**src/rtc_pkg.sv**
```systemverilog
// rtc_pkg: shared types, constants and helpers for the route transposition cipher
// used by rtc_ctrl and route_transposition_cipher; no dependencies
package rtc_pkg;

  localparam int MAX_ROWS_DEF = 8;
  localparam int MAX_COLS_DEF = 8;

  localparam int DIM_W      = 4;
  localparam int PROD_W     = 2 * DIM_W;
  localparam int CHAR_W     = 8;
  localparam int CFG_IDX_W  = 2;
  localparam int CFG_DATA_W = 4;

  localparam logic [CHAR_W-1:0] PAD_BYTE   = 8'h78;
  localparam logic [DIM_W-1:0]  GRID_RESET = 4'd8;

  localparam logic [CFG_IDX_W-1:0] REG_GRID_ROWS    = 2'd0;
  localparam logic [CFG_IDX_W-1:0] REG_GRID_COLS    = 2'd1;
  localparam logic [CFG_IDX_W-1:0] REG_DECRYPT_MODE = 2'd2;

  typedef enum logic {
    ST_IDLE,
    ST_EMIT
  } rtc_state_t;

  // travels alongside the registered ram read
  typedef struct packed {
    logic valid;
    logic pad;
    logic last;
  } emit_tag_t;

  // zero counts as one, anything above the maximum is the maximum
  function automatic logic [DIM_W-1:0] clamp_dim(logic [DIM_W-1:0] v, int unsigned hi);
    logic [DIM_W-1:0] r;
    r = v;
    if (v == '0) begin
      r = DIM_W'(1);
    end else if (int'(v) > int'(hi)) begin
      r = DIM_W'(hi);
    end
    return r;
  endfunction

endpackage

```
**src/rtc_ram.sv**
```systemverilog
// rtc_ram: generic single-write, single-read ram with registered read data
// no dependencies
module rtc_ram #(
  parameter int WIDTH = 8,
  parameter int DEPTH = 64,
  localparam int ADDR_W = (DEPTH > 1) ? $clog2(DEPTH) : 1
) (
  input  logic              clk,
  input  logic              we,
  input  logic [ADDR_W-1:0] waddr,
  input  logic [WIDTH-1:0]  wdata,
  input  logic [ADDR_W-1:0] raddr,
  output logic [WIDTH-1:0]  rdata
);

  logic [WIDTH-1:0] mem [DEPTH];

  always_ff @(posedge clk) begin
    if (we) begin
      mem[waddr] <= wdata;
    end
    rdata <= mem[raddr];
  end

endmodule

```
**src/rtc_ctrl.sv**
```systemverilog
// rtc_ctrl: load counter and serpentine route sequencer driving the cell ram
// depends on rtc_pkg
module rtc_ctrl #(
  parameter int MAX_ROWS = rtc_pkg::MAX_ROWS_DEF,
  parameter int MAX_COLS = rtc_pkg::MAX_COLS_DEF,
  localparam int DEPTH  = MAX_ROWS * MAX_COLS,
  localparam int ADDR_W = (DEPTH > 1) ? $clog2(DEPTH) : 1
) (
  input  logic                          clk,
  input  logic                          rst,
  input  logic                          start,
  input  logic [rtc_pkg::CHAR_W-1:0]    in_char,
  input  logic                          in_last,
  input  logic [rtc_pkg::DIM_W-1:0]     rows,
  input  logic [rtc_pkg::DIM_W-1:0]     cols,
  input  logic                          decrypt,
  output logic                          busy,
  output logic                          mem_we,
  output logic [ADDR_W-1:0]             mem_waddr,
  output logic [rtc_pkg::CHAR_W-1:0]    mem_wdata,
  output logic [ADDR_W-1:0]             mem_raddr,
  output rtc_pkg::emit_tag_t            tag
);

  localparam int CNT_W  = $clog2(DEPTH + 1);
  localparam int CMP_W  = (CNT_W > rtc_pkg::PROD_W) ? CNT_W : rtc_pkg::PROD_W;

  rtc_pkg::rtc_state_t state, state_next;

  logic [CNT_W-1:0]            bytes_loaded;
  logic [rtc_pkg::DIM_W-1:0]   outer;
  logic [rtc_pkg::DIM_W-1:0]   inner;

  logic                        accept;
  logic                        emitting;
  logic                        emit_end;
  logic                        can_store;
  logic [rtc_pkg::PROD_W-1:0]  grid_size;
  logic [rtc_pkg::DIM_W-1:0]   inner_lim;
  logic [rtc_pkg::DIM_W-1:0]   outer_lim;
  logic [rtc_pkg::DIM_W-1:0]   row_i;
  logic [rtc_pkg::DIM_W-1:0]   col_j;
  logic [rtc_pkg::DIM_W-1:0]   row_sel;
  logic [rtc_pkg::DIM_W-1:0]   mul_a;
  logic [rtc_pkg::DIM_W-1:0]   mul_b;
  logic [rtc_pkg::DIM_W-1:0]   add_c;
  logic [rtc_pkg::PROD_W-1:0]  pos;
  logic                        pad_now;

  assign accept    = start && (state == rtc_pkg::ST_IDLE);
  assign grid_size = rtc_pkg::PROD_W'(rows) * rtc_pkg::PROD_W'(cols);
  assign can_store = CMP_W'(bytes_loaded) < CMP_W'(grid_size);

  // encrypt walks columns outside, decrypt walks rows outside
  assign outer_lim = decrypt ? rows : cols;
  assign inner_lim = decrypt ? cols : rows;
  assign row_i     = decrypt ? outer : inner;
  assign col_j     = decrypt ? inner : outer;
  assign row_sel   = col_j[0] ? (rows - rtc_pkg::DIM_W'(1) - row_i) : row_i;

  // encrypt: row_sel * cols + col_j, decrypt: col_j * rows + row_sel
  assign mul_a = decrypt ? col_j : row_sel;
  assign mul_b = decrypt ? rows : cols;
  assign add_c = decrypt ? row_sel : col_j;
  assign pos   = rtc_pkg::PROD_W'(mul_a) * rtc_pkg::PROD_W'(mul_b)
               + rtc_pkg::PROD_W'(add_c);

  assign pad_now  = CMP_W'(pos) >= CMP_W'(bytes_loaded);
  assign emit_end = (inner == inner_lim - rtc_pkg::DIM_W'(1))
                 && (outer == outer_lim - rtc_pkg::DIM_W'(1));

  always_comb begin
    state_next = state;
    case (state)
      rtc_pkg::ST_IDLE: begin
        if (accept && in_last) begin
          state_next = rtc_pkg::ST_EMIT;
        end
      end
      rtc_pkg::ST_EMIT: begin
        if (emit_end) begin
          state_next = rtc_pkg::ST_IDLE;
        end
      end
      default: state_next = rtc_pkg::ST_IDLE;
    endcase
  end

  always_comb begin
    busy     = 1'b0;
    emitting = 1'b0;
    mem_we   = 1'b0;
    case (state)
      rtc_pkg::ST_IDLE: begin
        mem_we = accept && can_store;
      end
      rtc_pkg::ST_EMIT: begin
        busy     = 1'b1;
        emitting = 1'b1;
      end
      default: begin
        busy = 1'b0;
      end
    endcase
  end

  assign mem_waddr = bytes_loaded[ADDR_W-1:0];
  assign mem_wdata = in_char;
  assign mem_raddr = ADDR_W'(pos);

  always_ff @(posedge clk) begin
    if (rst) begin
      state        <= rtc_pkg::ST_IDLE;
      bytes_loaded <= '0;
      outer        <= '0;
      inner        <= '0;
      tag          <= '0;
    end else begin
      state     <= state_next;
      tag.valid <= emitting;
      tag.pad   <= pad_now;
      tag.last  <= emitting && emit_end;
      if (mem_we) begin
        bytes_loaded <= bytes_loaded + CNT_W'(1);
      end
      if (emitting) begin
        if (emit_end) begin
          bytes_loaded <= '0;
          outer        <= '0;
          inner        <= '0;
        end else if (inner == inner_lim - rtc_pkg::DIM_W'(1)) begin
          inner <= '0;
          outer <= outer + rtc_pkg::DIM_W'(1);
        end else begin
          inner <= inner + rtc_pkg::DIM_W'(1);
        end
      end
    end
  end

endmodule

```
**src/route_transposition_cipher.sv**
```systemverilog
// route_transposition_cipher: top level, config registers, cell ram and output stage
// depends on rtc_pkg, rtc_ram and rtc_ctrl
//
// Usage:
//   Message bytes arrive on in_char/in_last; a transaction is taken at a rising
//   edge with start high and busy low, one byte per cycle while loading. Bytes
//   beyond the clamped grid (rows times columns) are dropped. The byte with
//   in_last set is stored (if there is room) and starts emission: busy rises on
//   the next cycle and stays high while each cell of the clamped grid is read,
//   one ram read per cycle. Results appear on out_char/out_last in the cycle
//   after each read, marked by out_valid for one cycle each; the first result
//   follows the last byte through the state register and then the ram read register.
//   The receiver cannot stall, so the stream never pauses. Cells that no
//   byte reached read as 'x'. Throughput: one byte per cycle when loading,
//   one result per cycle when emitting, set by the single ram read port.
//   Configuration: cfg_valid/cfg_ready with cfg_index (0 rows, 1 cols,
//   2 decrypt_mode) and cfg_data; cfg_ready is low during emission and writes
//   are meant for idle time only. Dimensions of 0 act as 1, above the maximum
//   as the maximum. Reset (rst, synchronous) sets an 8 by 8 grid, encrypt mode,
//   and an empty message; ram contents are not cleared.
module route_transposition_cipher #(
  parameter int MAX_ROWS = rtc_pkg::MAX_ROWS_DEF,
  parameter int MAX_COLS = rtc_pkg::MAX_COLS_DEF
) (
  input  logic                              clk,
  input  logic                              rst,
  input  logic                              start,
  output logic                              busy,
  input  logic [rtc_pkg::CHAR_W-1:0]        in_char,
  input  logic                              in_last,
  output logic                              out_valid,
  output logic [rtc_pkg::CHAR_W-1:0]        out_char,
  output logic                              out_last,
  input  logic                              cfg_valid,
  output logic                              cfg_ready,
  input  logic [rtc_pkg::CFG_IDX_W-1:0]     cfg_index,
  input  logic [rtc_pkg::CFG_DATA_W-1:0]    cfg_data
);

  localparam int DEPTH  = MAX_ROWS * MAX_COLS;
  localparam int ADDR_W = (DEPTH > 1) ? $clog2(DEPTH) : 1;

  logic [rtc_pkg::DIM_W-1:0]  grid_rows;
  logic [rtc_pkg::DIM_W-1:0]  grid_cols;
  logic                       decrypt_mode;
  logic [rtc_pkg::DIM_W-1:0]  rows_eff;
  logic [rtc_pkg::DIM_W-1:0]  cols_eff;

  logic                       mem_we;
  logic [ADDR_W-1:0]          mem_waddr;
  logic [rtc_pkg::CHAR_W-1:0] mem_wdata;
  logic [ADDR_W-1:0]          mem_raddr;
  logic [rtc_pkg::CHAR_W-1:0] mem_rdata;
  rtc_pkg::emit_tag_t         tag;

  assign cfg_ready = !busy;

  always_ff @(posedge clk) begin
    if (rst) begin
      grid_rows    <= rtc_pkg::GRID_RESET;
      grid_cols    <= rtc_pkg::GRID_RESET;
      decrypt_mode <= 1'b0;
    end else if (cfg_valid && cfg_ready) begin
      case (cfg_index)
        rtc_pkg::REG_GRID_ROWS:    grid_rows    <= cfg_data[rtc_pkg::DIM_W-1:0];
        rtc_pkg::REG_GRID_COLS:    grid_cols    <= cfg_data[rtc_pkg::DIM_W-1:0];
        rtc_pkg::REG_DECRYPT_MODE: decrypt_mode <= cfg_data[0];
        default: begin
        end
      endcase
    end
  end

  assign rows_eff = rtc_pkg::clamp_dim(grid_rows, MAX_ROWS);
  assign cols_eff = rtc_pkg::clamp_dim(grid_cols, MAX_COLS);

  rtc_ctrl #(
    .MAX_ROWS (MAX_ROWS),
    .MAX_COLS (MAX_COLS)
  ) u_ctrl (
    .clk       (clk),
    .rst       (rst),
    .start     (start),
    .in_char   (in_char),
    .in_last   (in_last),
    .rows      (rows_eff),
    .cols      (cols_eff),
    .decrypt   (decrypt_mode),
    .busy      (busy),
    .mem_we    (mem_we),
    .mem_waddr (mem_waddr),
    .mem_wdata (mem_wdata),
    .mem_raddr (mem_raddr),
    .tag       (tag)
  );

  rtc_ram #(
    .WIDTH (rtc_pkg::CHAR_W),
    .DEPTH (DEPTH)
  ) u_cells (
    .clk   (clk),
    .we    (mem_we),
    .waddr (mem_waddr),
    .wdata (mem_wdata),
    .raddr (mem_raddr),
    .rdata (mem_rdata)
  );

  assign out_valid = tag.valid;
  assign out_last  = tag.last;
  assign out_char  = tag.pad ? rtc_pkg::PAD_BYTE : mem_rdata;

endmodule

```
**config.mk**
```make
export PLATFORM = sky130hd
export DESIGN_NAME = route_transposition_cipher
export DESIGN_NICKNAME = d
export VERILOG_FILES = /design/src/rtc_pkg.sv /design/src/rtc_ram.sv /design/src/rtc_ctrl.sv /design/src/route_transposition_cipher.sv
export SDC_FILE = /design/constraint.sdc
export NUM_CORES = 1
export LEC_CHECK = 0
export BUFFER_PORTS_ARGS = -buffer_cell sky130_fd_sc_hd__buf_2
export CORE_MARGIN = 1.5
export CORE_UTILIZATION = 50
export DETAILED_ROUTE_END_ITERATION = 12
export PLACE_DENSITY_LB_ADDON = 0.3
export SYNTH_ARGS = -nofsm -noshare
export SYNTH_HDL_FRONTEND = slang
export SYNTH_SLANG_ARGS = --single-unit
```
**constraint.sdc**
```tcl
create_clock -name clk -period 7.2 [get_ports clk]
set_input_delay 0.36 -clock clk [delete_from_list [all_inputs] [get_ports clk]]
set_output_delay 0.36 -clock clk [all_outputs]
set_load 0.02 [all_outputs]
```
After elaboration in Yosys (flattened, before gate mapping). Memories as Yosys holds them, arrays and structs flattened. A register that Yosys moved wholly into a read port is not among the register bits. Cells that the tools add are included.

Bits in registers: 28. Memory bits (writable): 512. Bits of input ports: 19. Output and inout bits: 12. Word-level logic and storage cells: 71. Memories kept: 1.

Memories: u_cells.mem (depth 64, width 8, read ports 1, clocked after memory_dff 1, write ports 1, RTL line rtc_ram.sv:16) `logic [WIDTH-1:0] mem [DEPTH];`.

Add/subtract/negate cells: 8. Multiply operators: 2. Magnitude comparators: 4. Eq/ne operators: 4. Mux-type cells: 26. Bitwise gates (word level): 1. Reduce and logical (&&, ||, !) cells: 15.

Operators by type and width (number): $mux 4 (15); $mux 7 (3); $mul 4x4->8 (2); $sub 4x1->4 const B (3); $add 4x1->4 const B (2); $add 8x4->8 (1); $eq 4x4->1 (2); $ge 8x7->1 (1); $gt 4x4->1 const B (2); $logic_not 4->1 (2); $lt 7x8->1 (1); $mux 8 (1); $reduce_and 2->1 (4); $add 7x1->7 const B (1); $logic_and 1x1->1 (6); $mux 1 (6); $sub 4x4->4 (1); $eq 2x1->1 const B (1); $eq 2x2->1 const B (1); $logic_not 2->1 (1); $pmux 1 s2 (1); $reduce_bool 2->1 (1); $logic_not 1->1 (1); $not 1->1 (1).

Depth between registers and ports, before layout.
Depth after elaboration: 10. Mapped depth: 26. Depth with buffers taken out: 25.

Hierarchy. Synthesis repeated with hierarchy kept, for this count alone.

Cells, all modules: 1334. Area total of the unflattened synthesis: 23558.8 um^2.

Modules (own cells, without submodules): rtc_ram (instances 1, cells an instance 940, area each 20166.8 um^2, seq. area each 15534.9 um^2); rtc_ctrl (instances 1, cells an instance 339, area each 2877.8 um^2, seq. area each 380.4 um^2); route_transposition_cipher (instances 1, cells an instance 55, area each 514.2 um^2, seq. area each 180.2 um^2).

Worst setup path before layout. No wires, ideal clock.

Path type: reg-to-reg. Start point: reg decrypt_mode. End point: reg, netlist name u_ctrl.tag[1]. Library setup time: 0.131 ns. Arrival: 5.675 ns. Data required time: 7.069 ns. Slack: 1.394 ns. Cell stages (with the launch flop): 23. Buffers on the path: 4. Clock period less this slack: 5.806 ns. Cell sequence: dfxtp_1 buf_6 clkbuf_1 mux2i_1 ha_1 inv_1 fa_1 xor2_1 nor2_1 a21oi_1 or2_2 fa_1 fa_1 fa_1 inv_1 ha_1 xor2_1 buf_2 clkbuf_1 ha_1 a211o_1 a211oi_1 nor3_1.

Longest elaborated chain between the ends: 7. Elaborated cells on any way between the ends: 10. Classes of those cells: add/sub: 2; mul: 1; order compare: 1; mux: 6.

Ends and longest elaborated chain: from (decl) (RTL line route_transposition_cipher.sv:45) `logic decrypt_mode;`; from (signal assigned) (RTL line route_transposition_cipher.sv:67) `rtc_pkg::REG_DECRYPT_MODE: decrypt_mode <= cfg_data[0];`; $mux 4 (RTL line rtc_ctrl.sv:57) `assign row_i = decrypt ? outer : inner;`; $sub 4x4->4 (RTL line rtc_ctrl.sv:59) `assign row_sel = col_j[0] ? (rows - rtc_pkg::DIM_W'(1) - row_i) : row_i;`; $mux 4 (RTL line rtc_ctrl.sv:59); $mux 4 (RTL line rtc_ctrl.sv:62) `assign mul_a = decrypt ? col_j : row_sel;`; $mul 4x4->8 (RTL line rtc_ctrl.sv:65) `assign pos = rtc_pkg::PROD_W'(mul_a) * rtc_pkg::PROD_W'(mul_b)`; $add 8x4->8 * (RTL line rtc_ctrl.sv:66) `+ rtc_pkg::PROD_W'(add_c);`; $ge 8x7->1 * (RTL line rtc_ctrl.sv:68) `assign pad_now = CMP_W'(pos) >= CMP_W'(bytes_loaded);`.

Mark *: on every way between the ends. The rest lies on a longest branch, timed or not. A chain may end at the register's enable or synchronous reset.

Worst setup path in the final report.
Start point: reg grid_rows[3] (netlist bit). End point: mem u_cells.mem[8][6] (enable).

Longest elaborated chain between the ends: 9. Elaborated cells on any way between the ends: 10. Classes of those cells: mul: 1; order compare: 2; mux: 5; reduce/logical: 2.

Ends and longest elaborated chain: from (decl) (RTL line route_transposition_cipher.sv:43) `logic [rtc_pkg::DIM_W-1:0] grid_rows;`; from (signal assigned) (RTL line route_transposition_cipher.sv:60) `grid_rows <= rtc_pkg::GRID_RESET;`; from (signal assigned) (RTL line route_transposition_cipher.sv:65) `rtc_pkg::REG_GRID_ROWS: grid_rows <= cfg_data[rtc_pkg::DIM_W-1:0];`; $gt 4x4->1 (RTL line rtc_pkg.sv:39) `end else if (int'(v) > int'(hi)) begin`; $mux 4 (RTL line rtc_pkg.sv:39); $mux 4 * (RTL line rtc_pkg.sv:37) `if (v == '0) begin`; $mul 4x4->8 * (RTL line rtc_ctrl.sv:51) `assign grid_size = rtc_pkg::PROD_W'(rows) * rtc_pkg::PROD_W'(cols);`; $lt 7x8->1 * (RTL line rtc_ctrl.sv:52) `assign can_store = CMP_W'(bytes_loaded) < CMP_W'(grid_size);`; $logic_and 1x1->1 * (RTL line rtc_ctrl.sv:95) `mem_we = accept && can_store;`; $mux 1 * (RTL line rtc_ctrl.sv:93) `case (state)`; $mux 1 * (RTL line rtc_ram.sv:19) `if (we) begin`; $mux 1 (not written as such) * (RTL line rtc_ram.sv:20) `mem[waddr] <= wdata;`; to (decl) (RTL line rtc_ram.sv:16).

Marks and branches as above.

==> flow_metrics.env <==
export IMPL_status="finished, final reports clean"
export IMPL_cpPeakStageDelay_ns=0.77
export IMPL_wirelength_um=50100
export IMPL_pwr_share_comb_pct=4.2
export IMPL_rows=78
export IMPL_syn_instance_count=1225
export IMPL_tightest_slew_ns=1.08
export IMPL_routedWlPerCell_um=25.9
export IMPL_yosysTopAreaCell="edfxtp_1"
export IMPL_die_y_um=218
export IMPL_drt_iter0_drc=1296
export IMPL_numCtsBuffers=53
export IMPL_netSwitchingPower_mw=1.38
export IMPL_cp_required_ns=7.44
export IMPL_drc=0
export IMPL_grt_pass1_vias=11700
export IMPL_postCtsSetupBuffers=0
export IMPL_seq_area_frac_synth_pct=69.7
export IMPL_synth_area_per_cell_um2=18.8
export IMPL_cp_data_arrival_time_ns=6.31
export IMPL_layout_setup_ws_ns=1.13
export IMPL_port_buffers=30
export IMPL_synth_nets=1305
export IMPL_async_flop_share_pct=0
export IMPL_clock_sinks=548
export IMPL_power_internal_mw=5.11
export IMPL_cts_root_buf="clkbuf_16"
export IMPL_synthTopCellsByCount="edfxtp_1 (512), mux4_2 (152), nor2_1 (110)"
export IMPL_crit_chain="nor2b_1, nand2_1, fa_1, inv_1, fa_1, ha_1, a21o_1, a21oi_1, xor2_1, ha_1, and4_1, a211o_1, a311oi_1, or4_1, nand3_1, nor2_1"
export IMPL_grt_usage_pct=22.1
export IMPL_seq_power_share_pct=54.3
export IMPL_htreeDepth=2
export IMPL_synth_edf_count=512
export IMPL_n_antenna_cell=0
export IMPL_path_clk_slew_ns=0.06
export IMPL_post_route_period_util_pct=84.3
export IMPL_path_max_fanout=15
export IMPL_finalNetCount=1377
export IMPL_relSlewSlack_pct=27.7
export IMPL_final_hold_viol_count=0
export IMPL_setup_viol=0
export IMPL_cts_tree="done"
export IMPL_synth_ff_type="edfxtp_1"
export IMPL_gp_congestion=0.832
export IMPL_drive_above_1_share_pct=25.4
export IMPL_syn_to_final_growth_pct=11.5
export IMPL_swShare_pct=21.2
export IMPL_antenna_found_initial=2
export IMPL_initial_utilization_pct=50.8
export IMPL_drv_cap=0
export IMPL_rsz0062_at_grt="no"
export IMPL_clkPwrFrac_pct=41.5
export IMPL_hpwl_um=30800
export IMPL_dp_slack_ns=1.16
export IMPL_overflow=0
export IMPL_clock_latency_ns=0.61
export IMPL_ir_worst_vdd_uv=185
export IMPL_cts_max_path_buffers=3
export IMPL_grt_max_degree=66
export IMPL_cp_slowest_cell="nor2_1"
export IMPL_leakagePower_nw=8.19
export IMPL_power_density_mw_per_mm2=252
export IMPL_start_kind="flop"
export IMPL_drtAntennaViolNets=0
export IMPL_cts_resized=0
export IMPL_floorplan_die_width_um=218
export IMPL_fmax_mhz=165
export IMPL_core_area_mm2=0.0455
export IMPL_synthTopCellsByArea="edfxtp_1 (67%), mux4_2 (15%), dfxtp_1 (3.1%)"
export IMPL_synth_top_area_share_pct=66.6
export IMPL_tns_ns=0
export IMPL_synth_cell_type_count=61
export IMPL_cts_hold_buf=4
export IMPL_synth_most_common_cell="edfxtp_1"
export IMPL_end_kind="flop"
export IMPL_synth_area_mm2=0.0231
export IMPL_finalCriticalPeriod_ns=6.07
export IMPL_skew_ns=0.0205
export IMPL_ioPinCount=31
export IMPL_whs_ns=0.0308
export IMPL_ys_ff_latch=548
export IMPL_vias=11700
export IMPL_dieArea_mm2=0.0475
export IMPL_ys_warn_count=0
export IMPL_dr_pass1_iters=5
export IMPL_grt_pass1_wl_um=76200
export IMPL_report_final_slew_viol_count=0
export IMPL_hp_class="in2reg"
export IMPL_path_class="reg2reg"
export IMPL_vias_per_cell=6.03
-- through the flow --
step / instances / util, % / power (mW) / cell area [um2]
2_1_floorplan: 1225 / - / 3.74 / 23100
3_3_place_gp: 1838 / 52.9 / 3.86 / 24000
3_5_place_dp: 1838 / 52.9 / 3.86 / 24000
4_1_cts: 1937 / 56.6 / 6.52 / 25700
5_1_grt: 1937 / 56.6 / 6.66 / 25700
6_report: 1937 / 56.6 / 6.48 / 25700
-- power by group through the flow --
stage	clock [mW]	sequential, mW	combinational (mW)
2_1_floorplan	0	3.58	0.166
3_3_place_gp	0	3.59	0.268
3_5_place_dp	0	3.59	0.273
4_1_cts	2.72	3.52	0.276
5_1_grt	2.85	3.52	0.298
6_report	2.69	3.52	0.274
-- flip-flops by register name, summed over array words and instances (netlist names) --
signal / cells
u_ctrl.inner: 4
grid_cols: 4
u_ctrl.tag: 3
u_ctrl.state: 1
u_ctrl.outer: 4
u_cells.mem: 512
grid_rows: 4
decrypt_mode: 1
u_cells.rdata: 8
u_ctrl.bytes_loaded: 7
-- kinds of logic after synthesis --
kind of cell	count (synthesis)	share of synthesized area, %
buf+inv	88	1.78
compound gates	95	2.85
fa+ha+maj	61	3.70
xor+xnor	20	0.759
flops	548	69.7
simple gates	231	4.95
mux	182	16.2
-- worst max-delay path: cells and delay by family (launching register included) --
kind	cells	cell delay, ns
AOI/OAI and AO/OA	4	0.86
adders and majority gates	4	1.57
buffers and inverters	1	0.05
DFF	1	0.42
and+or+nand+nor	6	2.63
xor gates and xnor gates	1	0.17
-- layout by cell type (no fill, tap or decap), types with 10 or more instances in the layout --
cell type / count
dfxtp_1: 36
buf_2: 30
edfxtp_1: 512
mux2i_1: 19
a21oi_1: 25
nor2_1: 110
buf_4: 32
o21ai_0: 18
clkinv_1: 10
nand4_1: 10
ha_1: 47
mux2_2: 10
nand3_1: 16
clkinv_2: 12
nand2_1: 31
inv_1: 35
fa_1: 11
clkbuf_16: 53
mux4_2: 152
xnor2_1: 11
-- per-layer routing --
layer	global-route usage (%)	vias to the layer above	wire, um
met3	4.53	85	3930
li1	-	5072	-
met2	33.8	434	23700
met5	0	-	28
met1	32.0	6084	21200
met4	6.97	4	1280
-- area by class of cell --
type,count,area [um2]
fillers,3404,19700
inverters,37,139
multi-input cells,589,6630
repair buffers,68,470
well taps,600,751
clock buffers,66,1420
flip-flops and latches,548,16100
clock inverters,29,244
-- path summary, 6_finish.rpt --
path	start	endpoint	slack [ns]	depth (start not counted)
setup reg to reg	grid_rows[3]$_SDFFE_PP1P_	u_cells.mem[8][6]$_DFFE_PP_	1.13	16
hold / removal	cfg_data[1]	grid_rows[1]$_SDFFE_PP0P_	0.03	3
setup / recovery	grid_rows[3]$_SDFFE_PP1P_	u_cells.mem[8][6]$_DFFE_PP_	1.13	16
hold reg to reg	grid_cols[0]$_SDFFE_PP0P_	grid_cols[0]$_SDFFE_PP0P_	0.51	2
(Power assumes the default switching activity.)
